$ cat src/rtl/wrs_pkg.sv
// shared types, constants and register codes of the weighted 3x3 rgb smoothing block
`timescale 1ns / 1ps

package wrs_pkg;

  // geometry
  localparam int MAX_WIDTH = 1024;
  localparam int COL_W     = $clog2(MAX_WIDTH);
  localparam int ROW_W     = 12;
  localparam int WID_W     = 11;
  localparam int HGT_W     = 12;

  // pixel and arithmetic widths
  localparam int PIX_W            = 24;
  localparam int CH_W             = 8;
  localparam int NUM_CH           = PIX_W / CH_W;
  localparam int WGT_W            = 12;
  localparam int WEIGHT_FRAC_BITS = 12;
  localparam int SUM_W            = CH_W + WGT_W + 4;
  localparam int NUM_TAPS         = 9;
  localparam int NUM_CELLS        = 2;

  localparam logic [WID_W-1:0] MIN_DIM_W = WID_W'(3);
  localparam logic [WID_W-1:0] MAX_DIM_W = WID_W'(MAX_WIDTH);
  localparam logic [HGT_W-1:0] MIN_DIM_H = HGT_W'(3);
  localparam logic [SUM_W-1:0] ROUND_HALF = SUM_W'(1) << (WEIGHT_FRAC_BITS - 1);
  localparam logic [CH_W-1:0]  CH_MAX     = '1;

  // configuration port
  localparam int CFG_IDX_W  = 3;
  localparam int CFG_DATA_W = 12;

  typedef enum logic [CFG_IDX_W-1:0] {
    REG_IMAGE_WIDTH   = 3'd0,
    REG_IMAGE_HEIGHT  = 3'd1,
    REG_WEIGHT_CENTER = 3'd2,
    REG_WEIGHT_EDGE   = 3'd3,
    REG_WEIGHT_CORNER = 3'd4
  } cfg_reg_e;

  // reset values of the registers
  localparam logic [WID_W-1:0] RST_WIDTH  = WID_W'(1024);
  localparam logic [HGT_W-1:0] RST_HEIGHT = HGT_W'(768);
  localparam logic [WGT_W-1:0] RST_CENTER = WGT_W'(2048);
  localparam logic [WGT_W-1:0] RST_EDGE   = WGT_W'(410);
  localparam logic [WGT_W-1:0] RST_CORNER = WGT_W'(102);

  // one column of the three-line window
  typedef struct packed {
    logic [PIX_W-1:0] top;
    logic [PIX_W-1:0] mid;
    logic [PIX_W-1:0] bot;
  } wcol_t;

  // weights handed to the channel lanes
  typedef struct packed {
    logic [WGT_W-1:0] center;
    logic [WGT_W-1:0] side;
    logic [WGT_W-1:0] corner;
  } wgt_t;

endpackage

$ cat src/rtl/wrs_chan.sv
// one color lane: tap sums, weight products, rounding and saturation
`timescale 1ns / 1ps

module wrs_chan import wrs_pkg::*; (
  input  logic                           clk_i,
  input  logic                           en_i,
  input  logic [NUM_TAPS-1:0][CH_W-1:0]  taps_i,
  input  wgt_t                           wgt_i,
  output logic [CH_W-1:0]                res_o
);

  localparam int GRP_W  = CH_W + 2;
  localparam int PC_W   = CH_W + WGT_W;
  localparam int PG_W   = GRP_W + WGT_W;
  localparam int SHR_W  = SUM_W - WEIGHT_FRAC_BITS;

  logic [CH_W-1:0]  ctr_q;
  logic [GRP_W-1:0] side_q, corn_q;
  logic [PC_W-1:0]  prod_c_q;
  logic [PG_W-1:0]  prod_s_q, prod_k_q;
  logic [SUM_W-1:0] total;
  logic [SHR_W-1:0] scaled;

  // group the taps: center, four sides, four corners
  always_ff @(posedge clk_i) begin
    if (en_i) begin
      ctr_q  <= taps_i[4];
      side_q <= GRP_W'(taps_i[1]) + GRP_W'(taps_i[3]) + GRP_W'(taps_i[5]) + GRP_W'(taps_i[7]);
      corn_q <= GRP_W'(taps_i[0]) + GRP_W'(taps_i[2]) + GRP_W'(taps_i[6]) + GRP_W'(taps_i[8]);
    end
  end

  // weight products
  always_ff @(posedge clk_i) begin
    if (en_i) begin
      prod_c_q <= PC_W'(ctr_q) * PC_W'(wgt_i.center);
      prod_s_q <= PG_W'(side_q) * PG_W'(wgt_i.side);
      prod_k_q <= PG_W'(corn_q) * PG_W'(wgt_i.corner);
    end
  end

  // round half up, drop fraction bits, clamp to the channel range
  always_comb begin
    total  = SUM_W'(prod_c_q) + SUM_W'(prod_s_q) + SUM_W'(prod_k_q) + ROUND_HALF;
    scaled = total[SUM_W-1:WEIGHT_FRAC_BITS];
    if (scaled > SHR_W'(CH_MAX)) begin
      res_o = CH_MAX;
    end else begin
      res_o = scaled[CH_W-1:0];
    end
  end

endmodule

$ cat config.mk
export PLATFORM = sky130hd
export DESIGN_NAME = wrs_chan
export DESIGN_NICKNAME = d
export VERILOG_FILES = /design/src/rtl/wrs_pkg.sv /design/src/rtl/wrs_chan.sv
export SDC_FILE = /design/constraint.sdc
export NUM_CORES = 1
export LEC_CHECK = 0
export BUFFER_PORTS_ARGS = -buffer_cell sky130_fd_sc_hd__buf_2
export CAP_MARGIN = 20
export CORE_MARGIN = 2
export CORE_UTILIZATION = 55
export CTS_BUF_LIST = sky130_fd_sc_hd__clkbuf_4 sky130_fd_sc_hd__clkbuf_8 sky130_fd_sc_hd__clkbuf_16
export DETAILED_ROUTE_END_ITERATION = 10
export HOLD_SLACK_MARGIN = 0.06
export PLACE_DENSITY = 0.78
export RECOVER_POWER = 50
export SYNTH_ARGS = -nofsm -noshare
export SYNTH_HDL_FRONTEND = slang
export SYNTH_SLANG_ARGS = --single-unit
$ cat constraint.sdc
create_clock -name clk_i -period 5 [get_ports clk_i]
set_input_delay 0.25 -clock clk_i [delete_from_list [all_inputs] [get_ports clk_i]]
set_output_delay 0.25 -clock clk_i [all_outputs]
set_load 0.02 [all_outputs]
==> summary.md, run 1 <==
| Metric | Value |
|---|---|
| Crit. End Element | register |
| Final wirelength | 36.14 mm |
| R2R Path End | prod_s_q[21]$_DFFE_PP_ |
| Hold path endpoint | corn_q[0]$_DFFE_PP_ |
| 1st-pass router iterations | 5 |
| Total GRT Usage | 24.03% |
| Measured slew at the worst slew-check pin | 2.526 ns |
| Clock Path Buffers | 2 |
| Final worst slack | -0.2760 ns |
| Routed WL per cell | 16.05 um |
| Sequential area share after synthesis | 16.97% |
| Clock Latency Late Sink | 0.37 ns |
| Vias per cell | 5.369 |
| Layout overhead on the synthesized area | 17.92% |
| Clock skew | 0.01539 ns |
| Initial DRC count | 756 |
| Startpoint Class | register |
| Status | finished, violations left |
| Violated checks | max-capacitance violations, max-slew violations, negative setup slack |
| Synth Instances | 1631 |
| Number of global-route vias before repair | 13055 |
| Final Hold Viols | 0 |
| Total CTS buffers | 9 |
| R2R cell count | 17 |
| Post-synth EDFFs | 92 |
| I/O pin count | 118 |
| Slew headroom | -68.38% |
| Die Height | 176.1 um |
| Die Wd | 176.1 um |
| Main area contributors after synthesis | fa_1 33%, edfxtp_1 17%, ha_1 17% |
| Nets | 2456 |
| Worst hold path depth | 2 |
| Critical path buffers and inverters | 3 |
| Top cell type's share of synthesized area | 32.95% |
| Clock-pin slew on the worst setup and hold paths | 0.08 ns |
| CTS HTree Levels | 3 |
| Most frequent CP cell | fa_1 |
| # clock sinks | 92 |
| Number of max-cap violations | 1 |
| Crit path max-delay cell type | fa_1 |
| WP data required | 5.11 ns |
| Mapped Avg Cell Area | 9.984 um2 |
| Non-filler instance count after layout | 2252 |
| CP delay by family, top | adder cells |
| Synth warn | 0 |
| Layout cell share with drive strength beyond 1 | 20.66% |
| DR top layer | met4 |
| Crit path time final | 5.276 ns |
| Flops & latches, synth | 92 |
| CORE AREA | 28940 um2 |
| CTS Root Cell | clkbuf_16 |
| Worst Setup SP | side_q[4]$_DFFE_PP_ |
| GPL Wtd Cong | 0.8919 |
| Synth async-reset ratio | 0% |
| Metal3 WL | 1.361 mm |
| Diodes inserted | 0 |
| Global-route wire length before repair | 60.41 mm |
| Row count | 62 |
| Synthesized cell area | 16280 um2 |
| Die area | 31000 um2 |
| Initial core utilization | 56.27% |
| Hold_sp | taps_i[64] |
| HPWL Detailed | 28.76 mm |
| Post-DRT Antenna Nets | 0 |
| Dpl ws | -0.3923 ns |
| RSZ-0062 raised after global routing | yes |
| Slew Limit Fails | 44 |
| Via count | 12092 |
| PortBufs | 117 |
| DRC viols | 0 |
| Worst-path cell chain | buf_6 > and2_1 > fa_1 > fa_1 > fa_1 > fa_1 > inv_1 > fa_1 > inv_2 > ha_4 > and4_4 > a211oi_2 > a21oi_2 > or4_4 > a41o_1 > a21oi_2 > xnor2_1 |
| Crit path DAT | 5.38 ns |
| Reg2Reg Setup Slack | -0.28 ns |
| Initial antenna violation count | 0 |
| Max stage delay on crit path | 0.58 ns |
| Synth top cells by count | 306 x inv_1, 268 x fa_1, 215 x ha_1 |
| Top_reg_cell synth | edfxtp_1 |
| Crit-path max FO | 4 |
| Fin crit share | 105.5% |
| Final instance area | 19200 um2 |
| TritonCTS clock tree | built |
| Worst Hold Class | primary input to register |
| Length of routed wiring on met1 | 15.41 mm |
| Placed instance area | 18010 um2 |
| Top-count cell post-synth | inv_1 |
| Dpl cells | 2188 |
| Yosys cell types | 59 |
| Syn nets | 2224 |
| Final setup violation count | 9 |
| R2r startpoint | side_q[4]$_DFFE_PP_ |
| Setup CP Type | register to register |
| Met2 wire len | 18.38 mm |
| Max Clk Rate | 0.1895 GHz |
| Largest net degree at the start of global routing | 51 |
| Gr ovfl total | 0 |
| Biggest area consumer among synthesized cells | fa_1 |
[metrics by stage]
step                      setup TNS (ns)  hold WS (ns)  util (%)
final                             -1.009        0.1868     66.36
after global routing              -2.879        0.1991     66.36
after global placement           -0.7760        0.4258     62.24
after detailed placement          -1.880        0.4281     62.24
after CTS                        -0.6468        0.1760     64.73
after floorplan                 -0.06051        0.3489         -
[layout by cell type, fill, tap and decap left out, types with 15 or more instances in the layout]
master      n
buf_2     115
a21o_1     27
nand2_1   145
ha_4       16
nor2_1     37
buf_6      15
fa_1      262
o21ai_0    18
ha_1      197
inv_1     291
xor2_1     20
edfxtp_1   92
buf_4     123
and2_1    188
xnor2_1    44
a21oi_1    42
inv_2      15
[registers in the layout, indices dropped and copies added (netlist names)]
register and cells:
side_q 10, prod_c_q 20, ctr_q 8, prod_k_q 22
prod_s_q 22, corn_q 10
[metal layers]
metal | vias up | global-route usage (%)
met5 | - | 0
met4 | 0 | 7.163
met3 | 67 | 2.304
met2 | 310 | 42.24
met1 | 6088 | 31.69
li1 | 5627 | -
[worst max path at each step]
stage | cells after the start | end | slack, ns
2_1_floorplan | 21 | prod_s_q[21]$_DFFE_PP_ | -0.06
5_1_grt | 20 | prod_s_q[20]$_DFFE_PP_ | -0.40
3_5_place_dp | 18 | prod_s_q[21]$_DFFE_PP_ | -0.39
6_report | 17 | prod_s_q[21]$_DFFE_PP_ | -0.28
4_1_cts | 16 | prod_s_q[21]$_DFFE_PP_ | -0.22
3_3_place_gp | 19 | prod_s_q[21]$_DFFE_PP_ | -0.24
[area by class of cell]
class | instances | area, um2
Sequential cell | 92 | 2763
Tap cell | 384 | 480.5
Clock buffer | 9 | 225.2
Fill cell | 2095 | 9734
Multi-Input combinational cell | 1187 | 12740
Clock inverter | 7 | 73.82
Inverter | 307 | 1152
Timing Repair Buffer | 266 | 1770
[cell families (layout without fill, tap and decap cells)]
family | count (synthesis) | after routing | share of synthesized area (%)
AO/OA/AOI/OAI | 187 | 187 | 7.699
XOR/XNOR | 65 | 65 | 3.496
adder cells (fa/ha/maj) | 483 | 483 | 49.47
buffers and inverters | 352 | 589 | 8.114
flip-flops | 92 | 92 | 16.97
AND/OR/NAND/NOR | 452 | 452 | 14.25
[what timing repair did]
action	in CTS	in global routing
setup endpoints to repair	12	13
endpoints found under the hold margin	8	0
buffers inserted	13	30
pin swaps	57	55
gates resized for setup	58	74
hold buffers	8	0
Power of run 1 is left out: the tool's default activity adds up to more than one toggle a clock period on the data nets, which glitch-free logic cannot reach.
==> run 2: changes to the inputs <==
==> constraint.sdc (replaced) <==
create_clock -name clk_i -period 5 [get_ports clk_i]
set_input_delay 0.5 -clock clk_i [delete_from_list [all_inputs] [get_ports clk_i]]
set_output_delay 0.5 -clock clk_i [all_outputs]
set_load 0.02 [all_outputs]
==> summary.md, run 2 (synthesized netlist as in run 1, its figures left out) <==
| Metric | Value |
|---|---|
| Nets | 2470 |
| Number of global-route vias before repair | 13002 |
| Most frequent CP cell | fa_1 |
| Slew Limit Fails | 48 |
| 1st-pass router iterations | 5 |
| Clock Path Buffers | 2 |
| Startpoint Class | register |
| Layout cell share with drive strength beyond 1 | 21.73% |
| Crit-path max FO | 5 |
| HPWL Detailed | 29.02 mm |
| Vias per cell | 5.357 |
| Crit path DAT | 5.41 ns |
| PortBufs | 117 |
| Measured slew at the worst slew-check pin | 2.852 ns |
| Routed WL per cell | 15.89 um |
| Slew headroom | -90.10% |
| Die area | 31000 um2 |
| Row count | 62 |
| Clock Latency Late Sink | 0.37 ns |
| Initial core utilization | 56.27% |
| Max Clk Rate | 0.1888 GHz |
| Initial antenna violation count | 0 |
| Commonest cells after routing, fill and taps aside | 288 x inv_1, 259 x fa_1, 196 x ha_1 |
| Dpl cells | 2204 |
| Crit. End Element | register |
| TritonCTS clock tree | built |
| DRC viols | 0 |
| Non-filler instance count after layout | 2266 |
| CTS HTree Levels | 3 |
| Commonest non-fill, non-tap cell in the layout | inv_1 |
| Hold path endpoint | ctr_q[3]$_DFFE_PP_ |
| Crit path max-delay cell type | edfxtp_1 |
| Die Wd | 176.1 um |
| Setup CP Type | register to register |
| Post-Route Utilization | 66.65% |
| Number of max-cap violations | 1 |
| WP data required | 5.11 ns |
| Gr ovfl total | 0 |
| Clock skew | 0.01251 ns |
| Worst-path cell chain | buf_6 > and2_4 > fa_2 > fa_1 > inv_1 > fa_1 > inv_1 > fa_1 > inv_2 > fa_1 > inv_2 > ha_4 > buf_6 > inv_4 > nor2_4 > buf_4 > a41oi_2 > a21oi_2 > or4_4 > a41o_1 > a21oi_2 > xnor2_1 |
| Global-route wire length before repair | 60.53 mm |
| # clock sinks | 92 |
| Fillers | 2175 |
| I/O pin count | 118 |
| Final wirelength | 36.00 mm |
| Die Height | 176.1 um |
| Final setup violation count | 8 |
| Final worst slack | -0.2980 ns |
| R2r startpoint | side_q[4]$_DFFE_PP_ |
| Largest registers | prod_k_q: 22 flops, prod_s_q: 22 flops, prod_c_q: 20 flops |
| Reg2Reg Setup Slack | -0.30 ns |
| Max stage delay on crit path | 0.53 ns |
| Hold_sp | taps_i[35] |
| Post-DRT Antenna Nets | 0 |
| Fin crit share | 106.0% |
| Crit path time final | 5.298 ns |
| RSZ-0062 raised after global routing | yes |
| Diodes inserted | 0 |
| Final Hold Viols | 0 |
| Worst Hold Class | primary input to register |
| Dpl ws | -0.4983 ns |
| Via count | 12139 |
| Hold_buf cts | 0 |
| R2R cell count | 22 |
| Clock-pin slew on the worst setup and hold paths | 0.08 ns |
| CORE AREA | 28940 um2 |
| Violated checks | max-capacitance violations, max-slew violations, negative setup slack |
| CTS Root Cell | clkbuf_16 |
| Total CTS buffers | 9 |
| Largest net degree at the start of global routing | 48 |
| Initial DRC count | 630 |
| Status | finished, violations left |
| Layout overhead on the synthesized area | 18.43% |
| Worst hold path depth | 1 |
| GPL Wtd Cong | 0.8697 |
| R2R Path End | prod_s_q[21]$_DFFE_PP_ |
| Total GRT Usage | 24.27% |
| Min Hold Slack | 0.3026 ns |
-- run 2: routing by layer --
| metal | up-vias | track usage (%) | wire length (um) |
|---|---|---|---|
| met5 | - | 0 | 0 |
| met1 | 6143 | 32.40 | 15270 |
| met4 | 0 | 6.577 | 757 |
| met3 | 51 | 2.261 | 1429 |
| met2 | 287 | 42.58 | 18550 |
| li1 | 5658 | - | - |
-- run 2: stage by stage --
step,TNS [ns],cell area (um2)
2_1_floorplan,-0.2492,16520
3_3_place_gp,-2.610,18210
3_5_place_dp,-4.111,18210
4_1_cts,-0.9361,18840
5_1_grt,-3.063,19280
6_report,-0.9664,19280
-- run 2: worst max path at each step --
stage                              from                     end  slack [ns]  cells after the start
finish              side_q[4]$_DFFE_PP_  prod_s_q[21]$_DFFE_PP_       -0.30                     22
global route        side_q[1]$_DFFE_PP_  prod_s_q[21]$_DFFE_PP_       -0.47                     19
CTS                 side_q[2]$_DFFE_PP_  prod_s_q[20]$_DFFE_PP_       -0.28                     21
detailed placement            wgt_i[18]  prod_s_q[21]$_DFFE_PP_       -0.50                     18
global placement              wgt_i[19]  prod_s_q[21]$_DFFE_PP_       -0.41                     21
floorplan                     wgt_i[19]  prod_s_q[21]$_DFFE_PP_       -0.17                     21
-- run 2: timing repair --
action,CTS,global route
buffers inserted,20,29
endpoints found under the setup margin,12,17
pin swaps,66,70
gates cloned,0,0
hold endpoints to repair,0,0
gates resized for setup,48,67
-- run 2: layout make-up --
| class | count | area [um2] | share of cell area [%] |
|---|---|---|---|
| flip-flops and latches | 92 | 2763 | 14.33 |
| clock buffers | 9 | 225.2 | 1.168 |
| multi-input cells | 1187 | 12740 | 66.06 |
| inverters | 307 | 1155 | 5.988 |
| repair buffers | 280 | 1863 | 9.661 |
| clock inverters | 7 | 58.81 | 0.3049 |
| well taps | 384 | 480.5 | 2.491 |
-- run 2: worst max-delay path: cells and delay by family (launching register included) --
kind                       cells  cell delay [ns]
AOI/OAI and AO/OA              4             0.59
xor gates and xnor gates       1             0.07
adders and majority gates      6             2.57
buffers and inverters          8             0.67
DFF                            1             0.53
and+or+nand+nor                3             0.62
Power of run 2 is left out for the same reason.
