<file path="src/rtl/wrs_pkg.sv">
// shared types, constants and register codes of the weighted 3x3 rgb smoothing block
`timescale 1ns / 1ps

package wrs_pkg;

  // geometry
  localparam int MAX_WIDTH = 1024;
  localparam int COL_W     = $clog2(MAX_WIDTH);
  localparam int ROW_W     = 12;
  localparam int WID_W     = 11;
  localparam int HGT_W     = 12;

  // pixel and arithmetic widths
  localparam int PIX_W            = 24;
  localparam int CH_W             = 8;
  localparam int NUM_CH           = PIX_W / CH_W;
  localparam int WGT_W            = 12;
  localparam int WEIGHT_FRAC_BITS = 12;
  localparam int SUM_W            = CH_W + WGT_W + 4;
  localparam int NUM_TAPS         = 9;
  localparam int NUM_CELLS        = 2;

  localparam logic [WID_W-1:0] MIN_DIM_W = WID_W'(3);
  localparam logic [WID_W-1:0] MAX_DIM_W = WID_W'(MAX_WIDTH);
  localparam logic [HGT_W-1:0] MIN_DIM_H = HGT_W'(3);
  localparam logic [SUM_W-1:0] ROUND_HALF = SUM_W'(1) << (WEIGHT_FRAC_BITS - 1);
  localparam logic [CH_W-1:0]  CH_MAX     = '1;

  // configuration port
  localparam int CFG_IDX_W  = 3;
  localparam int CFG_DATA_W = 12;

  typedef enum logic [CFG_IDX_W-1:0] {
    REG_IMAGE_WIDTH   = 3'd0,
    REG_IMAGE_HEIGHT  = 3'd1,
    REG_WEIGHT_CENTER = 3'd2,
    REG_WEIGHT_EDGE   = 3'd3,
    REG_WEIGHT_CORNER = 3'd4
  } cfg_reg_e;

  // reset values of the registers
  localparam logic [WID_W-1:0] RST_WIDTH  = WID_W'(1024);
  localparam logic [HGT_W-1:0] RST_HEIGHT = HGT_W'(768);
  localparam logic [WGT_W-1:0] RST_CENTER = WGT_W'(2048);
  localparam logic [WGT_W-1:0] RST_EDGE   = WGT_W'(410);
  localparam logic [WGT_W-1:0] RST_CORNER = WGT_W'(102);

  // one column of the three-line window
  typedef struct packed {
    logic [PIX_W-1:0] top;
    logic [PIX_W-1:0] mid;
    logic [PIX_W-1:0] bot;
  } wcol_t;

  // weights handed to the channel lanes
  typedef struct packed {
    logic [WGT_W-1:0] center;
    logic [WGT_W-1:0] side;
    logic [WGT_W-1:0] corner;
  } wgt_t;

endpackage

</file>
<file path="src/rtl/wrs_cell.sv">
// one window column cell: holds three pixels and passes them to its neighbor
`timescale 1ns / 1ps

module wrs_cell import wrs_pkg::*; (
  input  logic  clk_i,
  input  logic  rst_ni,
  input  logic  en_i,
  input  wcol_t din_i,
  output wcol_t dout_o
);

  wcol_t col_q;

  // shift in the column from the previous cell
  always_ff @(posedge clk_i or negedge rst_ni) begin
    if (!rst_ni) begin
      col_q <= '0;
    end else if (en_i) begin
      col_q <= din_i;
    end
  end

  assign dout_o = col_q;

endmodule

</file>
<file path="config.mk">
export PLATFORM = sky130hd
export DESIGN_NAME = wrs_cell
export DESIGN_NICKNAME = d
export VERILOG_FILES = /design/src/rtl/wrs_pkg.sv /design/src/rtl/wrs_cell.sv
export SDC_FILE = /design/constraint.sdc
export NUM_CORES = 1
export LEC_CHECK = 0
export BUFFER_PORTS_ARGS = -buffer_cell sky130_fd_sc_hd__clkbuf_2
export CAP_MARGIN = 20
export CORE_MARGIN = 3
export CORE_UTILIZATION = 41
export CTS_CLUSTER_DIAMETER = 100
export DETAILED_ROUTE_END_ITERATION = 8
export PLACE_DENSITY = 0.74
export SLEW_MARGIN = 30
export SYNTH_ARGS = -nofsm -noshare
export SYNTH_HDL_FRONTEND = slang
export SYNTH_SLANG_ARGS = --single-unit
</file>
<file path="constraint.sdc">
create_clock -name clk_i -period 0.8 [get_ports clk_i]
set_input_delay 0.16 -clock clk_i [delete_from_list [all_inputs] [get_ports clk_i]]
set_output_delay 0.16 -clock clk_i [all_outputs]
set_load 0.05 [all_outputs]
</file>
==> results summary, run 1 <==
The number of flip-flops under the largest register name came out at 72. The most frequently used flop master after synthesis is dfrtp_1. The initial cell density of the core is 43.4%.

The max-slew headroom at the worst pin is 83.9%. The total clock sinks is 72. Dividing the detail-routed wire length by the instance count gives 18.9 um. The required time of the critical path is 0.64 ns. The total core area came out at 0.00698 sq mm. The placed wire-length estimate came out at 4460 um. Counting flops with an async set or reset pin after synthesis yields a share of 100%.

By startpoint and endpoint, the worst setup path is classified as reg -> out. The number of fillers in the final layout came out at 436. The routed via count divided by cell count came out at roughly 4.6. The number of global-route vias before repair came out at 2138. The initial detailed-routing violation count came out at 54. After layout, the design draws a total of 11.3 mW. The first detailed-routing pass ran for 4 iterations. The worst supply voltage drop on vdd is 1.08 mV. The tree is rooted in a clkbuf_8.

The average footprint of a synthesized cell is 19.9 sq um. The largest driver fanout on the critical path came out at 2. Summed over all cells, the static leakage comes to about 2.5 nW.

The worst hold path belongs to the class in -> reg. The timing-limited maximum frequency came out at 0.909 GHz. The synthesized flop and latch total is 72. The sequential area share after synthesis is about three fifths.

The count of boundary I/O pins is 147. The biggest cell delay along the critical path came out at 0.43 ns. The data arrival at the endpoint of the critical path came out at 0.94 ns. Between clock sinks in the finished design, the worst skew comes to 0 ns. Counting the buffers created by CTS gives 9. The most area-hungry cell type in the Yosys netlist is dfrtp_1.

The die is 91.9 um tall. The number of enable flip-flop cells after synthesis is 0. The clock-pin slew of the registers on the worst-case setup and hold paths came out at around 0.08 ns. The signal on the critical path passes through clkbuf_16. The library cell with the highest instance count after synthesis is dfrtp_1. The number of max-slew violations in the final report was 0. The setup slack of the critical path after layout is -0.300 ns. The minimum setup slack after placement came out at -0.218 ns.

The total of warnings raised by yosys is 0. By count the netlist is led by dfrtp_1, mux2_4, buf_12. Routability-driven placement finished with a final weighted congestion of roughly 0.7. The endpoint class of the critical path is an output pin. TritonCTS built the clock tree. The pin count of the biggest net entering global routing is 47. The final net count came out at around 400. The die boundary width is 91.9 um. The mapped cell area is about 0.0030 sq mm.

The total instance count after detailed placement came out at 392. The clock period minus worst slack came out at around 1.1 ns. The final non-filler cell total is 425. The area growth from synthesis to layout is 67.7%. STA classifies the critical path startpoint as a flip-flop. Hold timing on the final database bottoms out at a slack of 0.0503 ns. The final cycle utilization of the critical path is 137%. Synthesis handed over a netlist of 152 instances. The number of hold-slack violations in the final timing report is 0. The worst-skew pair later-pin latency is 0.33 ns. Once detail routing completed, the nets flagged for antenna violations numbered 0.

The total buffers and inverters traversed by the critical path is 1. The global-route total usage across every layer is 18.1%. The count of buffers inserted at the top-level ports came out at 146. Setup repair after global routing could not meet its margin everywhere.

Yosys attributes the largest share of cell area to dfrtp_1, mux2_4, buf_12. The floorplan step defined a die boundary enclosing between 0.008 and 0.009 sq mm. On the critical path, the stage with the largest delay is an instance of dfrtp_2.

Max-cap violations in this run came to 0. The via count is 1955. The number of antenna violations at the first check in global routing is 0. In the routed design, unresolved DRC markers number 0. The count of unique library cells instantiated by Yosys is 5. Setup violations remaining at the end of the flow were counted as 134.

The share of the synthesized area in the top cell type came out at 59.5%. The deepest level of the CTS H-tree is 3. The final reports fail on setup timing.

The total length of routed wires came out at around 8000 um. The number of core rows came out at 30. The actual slew at the worst max-slew pin is 0.241 ns. The overflow left after global routing is 0. The number of buffers on the longest clock path came out at 2.

The number of nets in the synthesized netlist came out at 227. The fraction of layout instances using a drive strength above 1 is 99.4%. The cell family contributing the most delay on the critical path is flip-flops.

The flow ran to the end, but the final reports show violations. The repair_antennas step left the layout with diodes totalling 0. The wire length of the first global-routing pass came out at 11700 um. Power spread over the standard cell area amounts to 2230 mW/mm^2.
metal layers:
layer,wire length [um],vias to the layer above,GRT usage [%]
li1,-,874,-
met1,3500,966,24.2
met2,3860,108,27.9
met3,605,7,5.33
met4,61,0,6.68
met5,0,-,0
metrics by stage:
stage          area [sq um]  setup TNS [ns]  utilization (%)
6_report               5080          -22.02             72.7
5_1_grt                5080          -26.19             72.7
4_1_cts                4850          -22.40             69.5
3_5_place_dp           3910          -12.69             56.1
3_3_place_gp           3910          -11.97             56.1
2_1_floorplan          3120           -7.87                -
layout make-up:
class | instances | area (sq um) | share of cell area [%]
sequential | 72 | 1890 | 37.3
timing repair buffer | 169 | 1770 | 34.9
multi-input combinational | 72 | 1080 | 21.3
clock buffer | 10 | 128 | 2.51
tap | 96 | 120 | 2.37
clock inverter | 6 | 83.8 | 1.65
placed cells by master, fill, tap and decap left out, drive strengths merged:
master and n:
buf 92, dlygate4sd3 1, mux2 72, bufinv 2, dfrtp 72, clkinv 4, clkbuf 86
power breakdown:
part           internal [mW]  switching, mW  total (mW)
logic                   1.86           1.90        3.76
registers               4.08          0.398        4.47
clock network           1.75           1.32        3.07
path summary, 6_finish.rpt:
| kind | slack [ns] | depth (start not counted) | start | endpoint |
|---|---|---|---|---|
| hold / removal | 0.05 | 2 | din_i[15] | dout_o[15] |
| hold reg to reg | 0.55 | 1 | dout_o[20] | dout_o[20] |
| setup reg to reg | -0.24 | 3 | dout_o[43] | dout_o[43] |
| setup / recovery | -0.30 | 1 | dout_o[8] | dout_o[8] |
| min in group asynchronous | 0.38 | 3 | rst_ni | dout_o[3] |
| max in group asynchronous | 0.15 | 3 | rst_ni | dout_o[70] |
cell families (layout without fill, tap and decap cells):
| group | count (synthesis) | after routing | synth area share (%) |
|---|---|---|---|
| buf+inv | 8 | 185 | 5.00 |
| flops | 72 | 72 | 59.5 |
| mux | 72 | 72 | 35.5 |
what timing repair did:
| action | 4_1_cts | 5_1_grt |
|---|---|---|
| hold buffers | 1 | 0 |
| endpoints found under the setup margin | 73 | 122 |
| endpoints found under the hold margin | 72 | 0 |
| gates resized for setup | 151 | 82 |
| gates cloned | 0 | 0 |
| setup buffers | 4 | 13 |
worst register-to-register path, stage by stage, from the launching register on:
cell     delay (ns)
dfrtp_2        0.43
buf_4          0.14
buf_6          0.10
mux2_4         0.25
Power figures use the tool's default switching activity.
==> run 2: changes to the inputs <==
--- a/config.mk
+++ b/config.mk
@@ -10,7 +10,9 @@
 export CORE_MARGIN = 3
 export CORE_UTILIZATION = 41
 export CTS_CLUSTER_DIAMETER = 100
+export CTS_CLUSTER_SIZE = 40
 export DETAILED_ROUTE_END_ITERATION = 8
+export MAX_ROUTING_LAYER = met4
 export PLACE_DENSITY = 0.74
 export SLEW_MARGIN = 30
 export SYNTH_ARGS = -nofsm -noshare
==> run 2 against run 1 <==
Net effect:
- the flow still finishes with violations (setup timing)
- die area unchanged
- power about the same
- global-route usage increased by 0.51 points
- maximum frequency shrank 0.20%
- register-to-register slack hardly changed
- sequential share of layout area is the same
- critical endpoint unchanged
- largest cell class unchanged
==> results summary, run 2 (same netlist as run 1, synthesis figures left out) <==
The flow ran to the end, but the final reports show violations. The checks that failed: setup timing. The data arrival at the endpoint of the critical path came to 0.94 ns (about the same). The first-pass detailed-route iteration total is 4 (unchanged). The largest individual stage delay along the critical path comes from the cell dfrtp_2. The die span in y came out at 91.9 um (unchanged).

The number of core rows came to 30 (unchanged). The via count is 1962 (+0.36%). The number of fillers in the final layout came to 436 (unchanged). The leakage component of the power came out at 2.48 nW (unchanged).

The worst-skew pair later-pin latency is 0.33 ns (about the same). The placed wire-length estimate is 4460 um (unchanged). The initial cell density of the core came out at 43.4% (unchanged). The total buffers and inverters traversed by the critical path came to 1 (unchanged).

The DRC violations left is 0 (unchanged). The clock period minus worst slack is 1.10 ns (+0.00215 ns). The max-slew headroom at the worst pin is 83.6% (-0.37 points). The cell sitting at the root of the clock tree is a clkbuf_8.

The endpoint class of the critical path is an output pin. The final net count came out at 399 (unchanged). The final hold slack came out at 0.0494 ns (-0.000913 ns). The global-route track usage on met2 is 27.9% (+0.061 points).

The power density of the placed cells came to 2230 mW/mm^2 (about the same). The layout-stage area growth over the synthesis result came out at 67.7% (unchanged). The post-route antenna net violation count is 0 (unchanged). The biggest cell delay along the critical path is 0.43 ns (about the same).

The deepest level of the CTS H-tree is 3 (unchanged). Traced cell by cell, the critical path runs through clkbuf_16. The met1 capacity usage during global routing is 24.3% (+0.11 points).

The antenna diode instance count came to 0 (unchanged). The total placed instance area is 0.00391 sq mm (unchanged). The global-route total usage across every layer came out at 18.6% (+0.51 points). The area of the die was 0.00845 sq mm (unchanged). The total instance count after detailed placement came out at 392 (unchanged). The max-cap violation count is 0 (unchanged).

The setup slack of the critical path after layout was -0.302 ns (-0.00215 ns). The number of buffers on the longest clock path came out at 2 (unchanged). Setup repair after global routing could not meet its margin everywhere. The area of the multi-input gates is 0.00108 sq mm (unchanged). The number of global-route vias before repair is 2144 (+0.28%). The number of flip-flops under the largest register name is 72 (unchanged). The count of buffers inserted at the top-level ports is 146 (unchanged). The initial detailed-routing violation count came out at 50 (-7.4%). The number of antenna violations at the first check in global routing is 0 (unchanged). The actual slew at the worst max-slew pin is 0.246 ns (+0.00552 ns). The total chip power is 11.3 mW (about the same).

The final non-filler cell total came out at 425 (unchanged). The timing-limited maximum frequency is 0.908 GHz (-0.20%). The pin count of the biggest net entering global routing came to 47 (unchanged). The final cycle utilization of the critical path is 138% (+0.27 points). The total length of routed wires is 8040 um (+0.24%). The worst setup skew after layout came out at 0 ns (unchanged). The number of max-slew violations in the final report came to 0 (unchanged). The minimum setup slack after placement came out at -0.218 ns (unchanged). The placer congestion estimate is 0.704 (+1.1%). The overflow left after global routing is 0 (unchanged).

The sequential standard cell area is 0.00189 sq mm (unchanged). The library cells used most frequently in the layout, excluding fill and tap cells, are mux2_4, dfrtp_2, clkbuf_2, buf_8, buf_6. The routed via count divided by cell count is 4.62 (+0.36%). The total CTS buffers is 9 (unchanged). STA classifies the critical path startpoint as a flip-flop.

The number of hold-slack violations in the final timing report is 0 (unchanged). The count of boundary I/O pins is 147 (unchanged). The fraction of layout instances using a drive strength above 1 is 99.4% (unchanged). The worst supply voltage drop on vdd came out at 1.08 mV (+0.35%). The final standard cell area without fillers is 0.00508 sq mm (unchanged). The largest driver fanout on the critical path is 2 (unchanged). The layer with the highest usage after global routing is met2. The wire length of the first global-routing pass came to 11700 um (-0.11%). The type of the worst setup path is reg -> out. The required time of the critical path is 0.64 ns (about the same).

Among cell families on the critical path, the largest total delay comes from flip-flops. The total core area is 0.00698 sq mm (unchanged). The average wire length per cell after detail routing came out at 18.9 um (+0.24%). The CTS tree is built.

The final number of setup-violating endpoints came out at 133 (-0.75%). The total clock sinks is 72 (unchanged). The clock-pin slew of the registers on the worst-case setup and hold paths is 0.08 ns (about the same). The met3 usage came out at 5.09% (-0.25 points). The die boundary width is 91.9 um (unchanged). The worst hold path belongs to the class in -> reg.
[run 2: cell counts in the layout (fill, tap and decap cells not counted)]
No cell type changed its count.
[run 2: final cells by class]
cell class                      instances  share of cell area, %
Multi-Input combinational cell         72                   21.3
Sequential cell                        72                   37.3
Timing Repair Buffer                  169                   34.9
Clock buffer                           10                   2.51
Clock inverter                          6                   1.65
Tap cell                               96                   2.37
[run 2: metrics by stage]
step | utilization [%] | TNS [ns]
final | 72.7 | -22.06
after global routing | 72.7 | -26.20
after CTS | 69.5 | -22.40
after detailed placement | 56.1 | -12.69
after global placement | 56.1 | -11.97
after floorplan | - | -7.87
[run 2: final timing paths]
| check | end | slack, ns | start | depth (start not counted) |
|---|---|---|---|---|
| hold reg to reg | dout_o[23] | 0.55 | dout_o[23] | 1 |
| setup reg to reg | dout_o[43] | -0.24 | dout_o[43] | 3 |
| max in group asynchronous | dout_o[17] | 0.14 | rst_ni | 3 |
| setup / recovery | dout_o[8] | -0.30 | dout_o[8] | 1 |
| min in group asynchronous | dout_o[3] | 0.37 | rst_ni | 3 |
| hold / removal | dout_o[15] | 0.05 | din_i[15] | 2 |
[run 2: metal layers]
layer	vias to the layer above	wire length [um]
met5	-	0
met4	0	54
met3	5	613
met2	111	3880
met1	973	3490
li1	873	-
[run 2: power by group]
group	leakage [nW]	switching, mW	internal, mW	total, mW
Combinational	1.60	1.89	1.86	3.76
Clock	0.110	1.33	1.75	3.07
Sequential	0.770	0.399	4.08	4.48
[run 2: what timing repair did]
item	CTS	global route
hold buffers	1	0
setup buffers	4	13
endpoints found under the hold margin	72	0
resized for setup	151	82
setup endpoints to repair	73	122
==> run 3: changes to the inputs <==
--- a/config.mk
+++ b/config.mk
@@ -8,12 +8,13 @@
 export BUFFER_PORTS_ARGS = -buffer_cell sky130_fd_sc_hd__clkbuf_2
 export CAP_MARGIN = 20
 export CORE_MARGIN = 3
-export CORE_UTILIZATION = 41
+export CORE_UTILIZATION = 43
+export CTS_BUF_LIST = sky130_fd_sc_hd__clkbuf_4
 export CTS_CLUSTER_DIAMETER = 100
 export CTS_CLUSTER_SIZE = 40
 export DETAILED_ROUTE_END_ITERATION = 8
 export MAX_ROUTING_LAYER = met4
-export PLACE_DENSITY = 0.74
+export PLACE_DENSITY = 0.77
 export SLEW_MARGIN = 30
 export SYNTH_ARGS = -nofsm -noshare
 export SYNTH_HDL_FRONTEND = slang
==> run 3 against run 2 <==
Net effect:
- the run still ends with setup timing left
- clock power is 30% lower
- utilization is 18 points higher
- non-clock buffer count is 96 higher
- routed wire length is 33% higher
- flip-flop and latch count stayed put
- final cell count is 22% higher
- clock skew stayed put
- worst hold slack better by 0.19 ns
- register-to-register slack worse by 0.02 ns
- via count is 24% higher
- setup slack worse by 0.086 ns
- critical endpoint is now dout_o[31]
- largest power group unchanged
==> results summary, run 3 (same netlist as run 1, synthesis figures left out) <==
Broken down by cell family, the worst path's largest delay share belongs to flip-flops. The number of fillers in the final layout is 254 (-42%). The placed wire-length estimate came out at 5140 um (+15%).

The overflow left after global routing came out at 0 (unchanged). The total chip power came out at 11.0 mW (-2.8%). The tree is rooted in a clkbuf_4. The die span in y was 89.9 um (-2.2%).

The utilization of the core after routing came out at 90.3% (+18 points). The DRC violations left came to 0 (unchanged). The initial detailed-routing violation count came to 52 (+4.0%). The global-route total usage across every layer is 26.2% (+7.6 points).

The number of max-slew violations in the final report was 0 (unchanged). The data arrival at the endpoint of the critical path is 1.03 ns (+0.09 ns). The max-cap violation count came to 0 (unchanged). The critical path starts at dout_o[31]. The total length of routed wires was 10700 um (+33%). The max-slew headroom at the worst pin is 84.7% (+1.1 points). The setup slack of the critical path after layout came to -0.387 ns (-0.0856 ns). The final non-filler cell total came out at 518 (+22%). The CTS tree is built. The timing-limited maximum frequency is 0.842 GHz (-7.2%).

The clock period minus worst slack was 1.19 ns (+0.0856 ns). The die boundary width came out at 89.9 um (-2.2%). The clock-pin slew of the registers on the worst-case setup and hold paths came out at 0.12 ns (+0.04 ns). The average wire length per cell after detail routing came to 20.7 um (+9.2%). The wire length of the first global-routing pass is 15700 um (+35%). Walking the worst path, the cells encountered are buf_8. The final reports fail on setup timing. The area of the die came to 0.00808 sq mm (-4.4%). The flow ran to the end, but the final reports show violations. The worst setup path is of the reg -> out kind. The number of buffers on the longest clock path came to 2 (unchanged). Leaving out fill and tap cells, the most frequent cells in the layout are dlygate4sd3_1, dfrtp_2, clkbuf_2, buf_8, mux2_4. The initial cell density of the core is 46.1% (+2.7 points). Setup repair after global routing could not meet its margin everywhere. The placer congestion estimate is 0.747 (+6.1%). The worst setup skew after layout came out at 0 ns (unchanged). The path type of the worst min-delay path is in -> reg. STA classifies the critical path startpoint as a flip-flop. The total core area is 0.00657 sq mm (-5.9%). The routed via count divided by cell count was 4.70 (+1.8%). The fraction of layout instances using a drive strength above 1 came out at 82.1% (-17 points). The count of boundary I/O pins is 147 (unchanged). In this run the critical register-to-register path is launched from dout_o[18]. The via count came out at 2434 (+24%).

The biggest cell delay along the critical path came out at 0.45 ns (+0.02 ns). The number of flip-flops under the largest register name came out at 72 (unchanged). The post-route antenna net violation count came out at 0 (unchanged).

The number of global-route vias before repair came out at 2903 (+35%). The number of antenna violations at the first check in global routing is 1 (+1). The number of hold-slack violations in the final timing report came out at 0 (unchanged). The final net count came to 495 (+24%). The final number of setup-violating endpoints came to 143 (+7.5%). The slowest library cell on the worst path is dfrtp_2. The launch instance of the worst min-delay path is en_i.

The count of buffers inserted at the top-level ports is 146 (unchanged). The total instance count after detailed placement was 390 (-0.51%). The total negative slack for setup checks came out at -31.90 ns (-9.83 ns). Relative to the synthesized area, the layout overhead comes to 95.9%.

The total buffers and inverters traversed by the critical path came out at 1 (unchanged). The first-pass detailed-route iteration total came out at 4 (unchanged). The deepest level of the CTS H-tree came out at 3 (unchanged). The number of core rows was 29 (-3.3%).

The worst-skew pair later-pin latency is 0.40 ns (+0.07 ns). The total clock sinks was 72 (unchanged). The actual slew at the worst max-slew pin came out at 0.229 ns (-0.0169 ns). The required time of the critical path came out at 0.64 ns (about the same).

STA classifies the critical path endpoint as an output pin. The pin count of the biggest net entering global routing was 43 (-8.5%). The worst supply voltage drop on vdd was 1.23 mV (+14%). The total CTS buffers is 9 (unchanged). The final cycle utilization of the critical path is 148% (+11 points).

The library cell used most frequently in the layout, excluding fill and tap cells, is dlygate4sd3_1. The largest driver fanout on the critical path is 2 (unchanged). The power density of the placed cells came to 1850 mW/mm^2 (-17%). The slack of the worst reg-to-reg path came out at -0.26 ns (-0.02 ns). The minimum setup slack after placement came out at -0.197 ns (+0.0211 ns). The leakage component of the power came out at 2.85 nW (+15%).
run 3: cell count changes in the layout (fill, tap and decap cells not counted), sizes merged:
cell | before | now
buf | 92 | 120
bufinv | 2 | 1
clkbuf | 86 | 81
clkinv | 4 | 5
diode | 0 | 1
dlygate4sd3 | 1 | 73
run 3: routing by layer:
layer / wire, um / track usage, % / up-vias
met5: 0 / - / -
met4: 393 / 11.2 / 0
met3: 458 / 6.34 / 31
met2: 6140 / 47.9 / 101
met1: 3710 / 26.7 / 1238
li1: - / - / 1064
run 3: what timing repair did:
item	4_1_cts	5_1_grt
buffers inserted	26	25
gates cloned	0	0
gates resized for setup	158	105
hold buffers	73	0
setup endpoints to repair	81	143
hold endpoints to repair	144	0
run 3: layout make-up:
cell class                      count  area (sq um)  share of cell area, %
Antenna cell                        1          2.50                 0.0422
Clock buffer                        9          67.6                   1.14
Clock inverter                      6          51.3                  0.865
Multi-Input combinational cell     72          1070                   18.1
Sequential cell                    72          1890                   31.9
Tap cell                           93           116                   1.96
Timing Repair Buffer              265          2730                   46.0
run 3: where the power goes:
group	total, mW	internal [mW]	leakage (nW)	switching (mW)
clock	2.15	0.897	0.0681	1.26
combinational	4.33	2.27	2.02	2.06
sequential	4.51	4.07	0.770	0.431
total	11.0	7.24	2.85	3.75
run 3: through the flow:
stage | instance area [sq um] | hold WS (ns)
after floorplan | 3120 | -0.136
after global placement | 3920 | 0.165
after detailed placement | 3920 | 0.173
after CTS | 5650 | 0.200
after global routing | 5930 | 0.221
final | 5930 | 0.237
run 3: path summary, 6_finish.rpt:
kind,endpoint,cells past startpoint
worst max-delay path,dout_o[31],1
worst min-delay path,dout_o[37],3
worst max register to register,dout_o[18],3
worst min register to register,dout_o[44],1
max in group asynchronous,dout_o[9],3
min in group asynchronous,dout_o[42],3
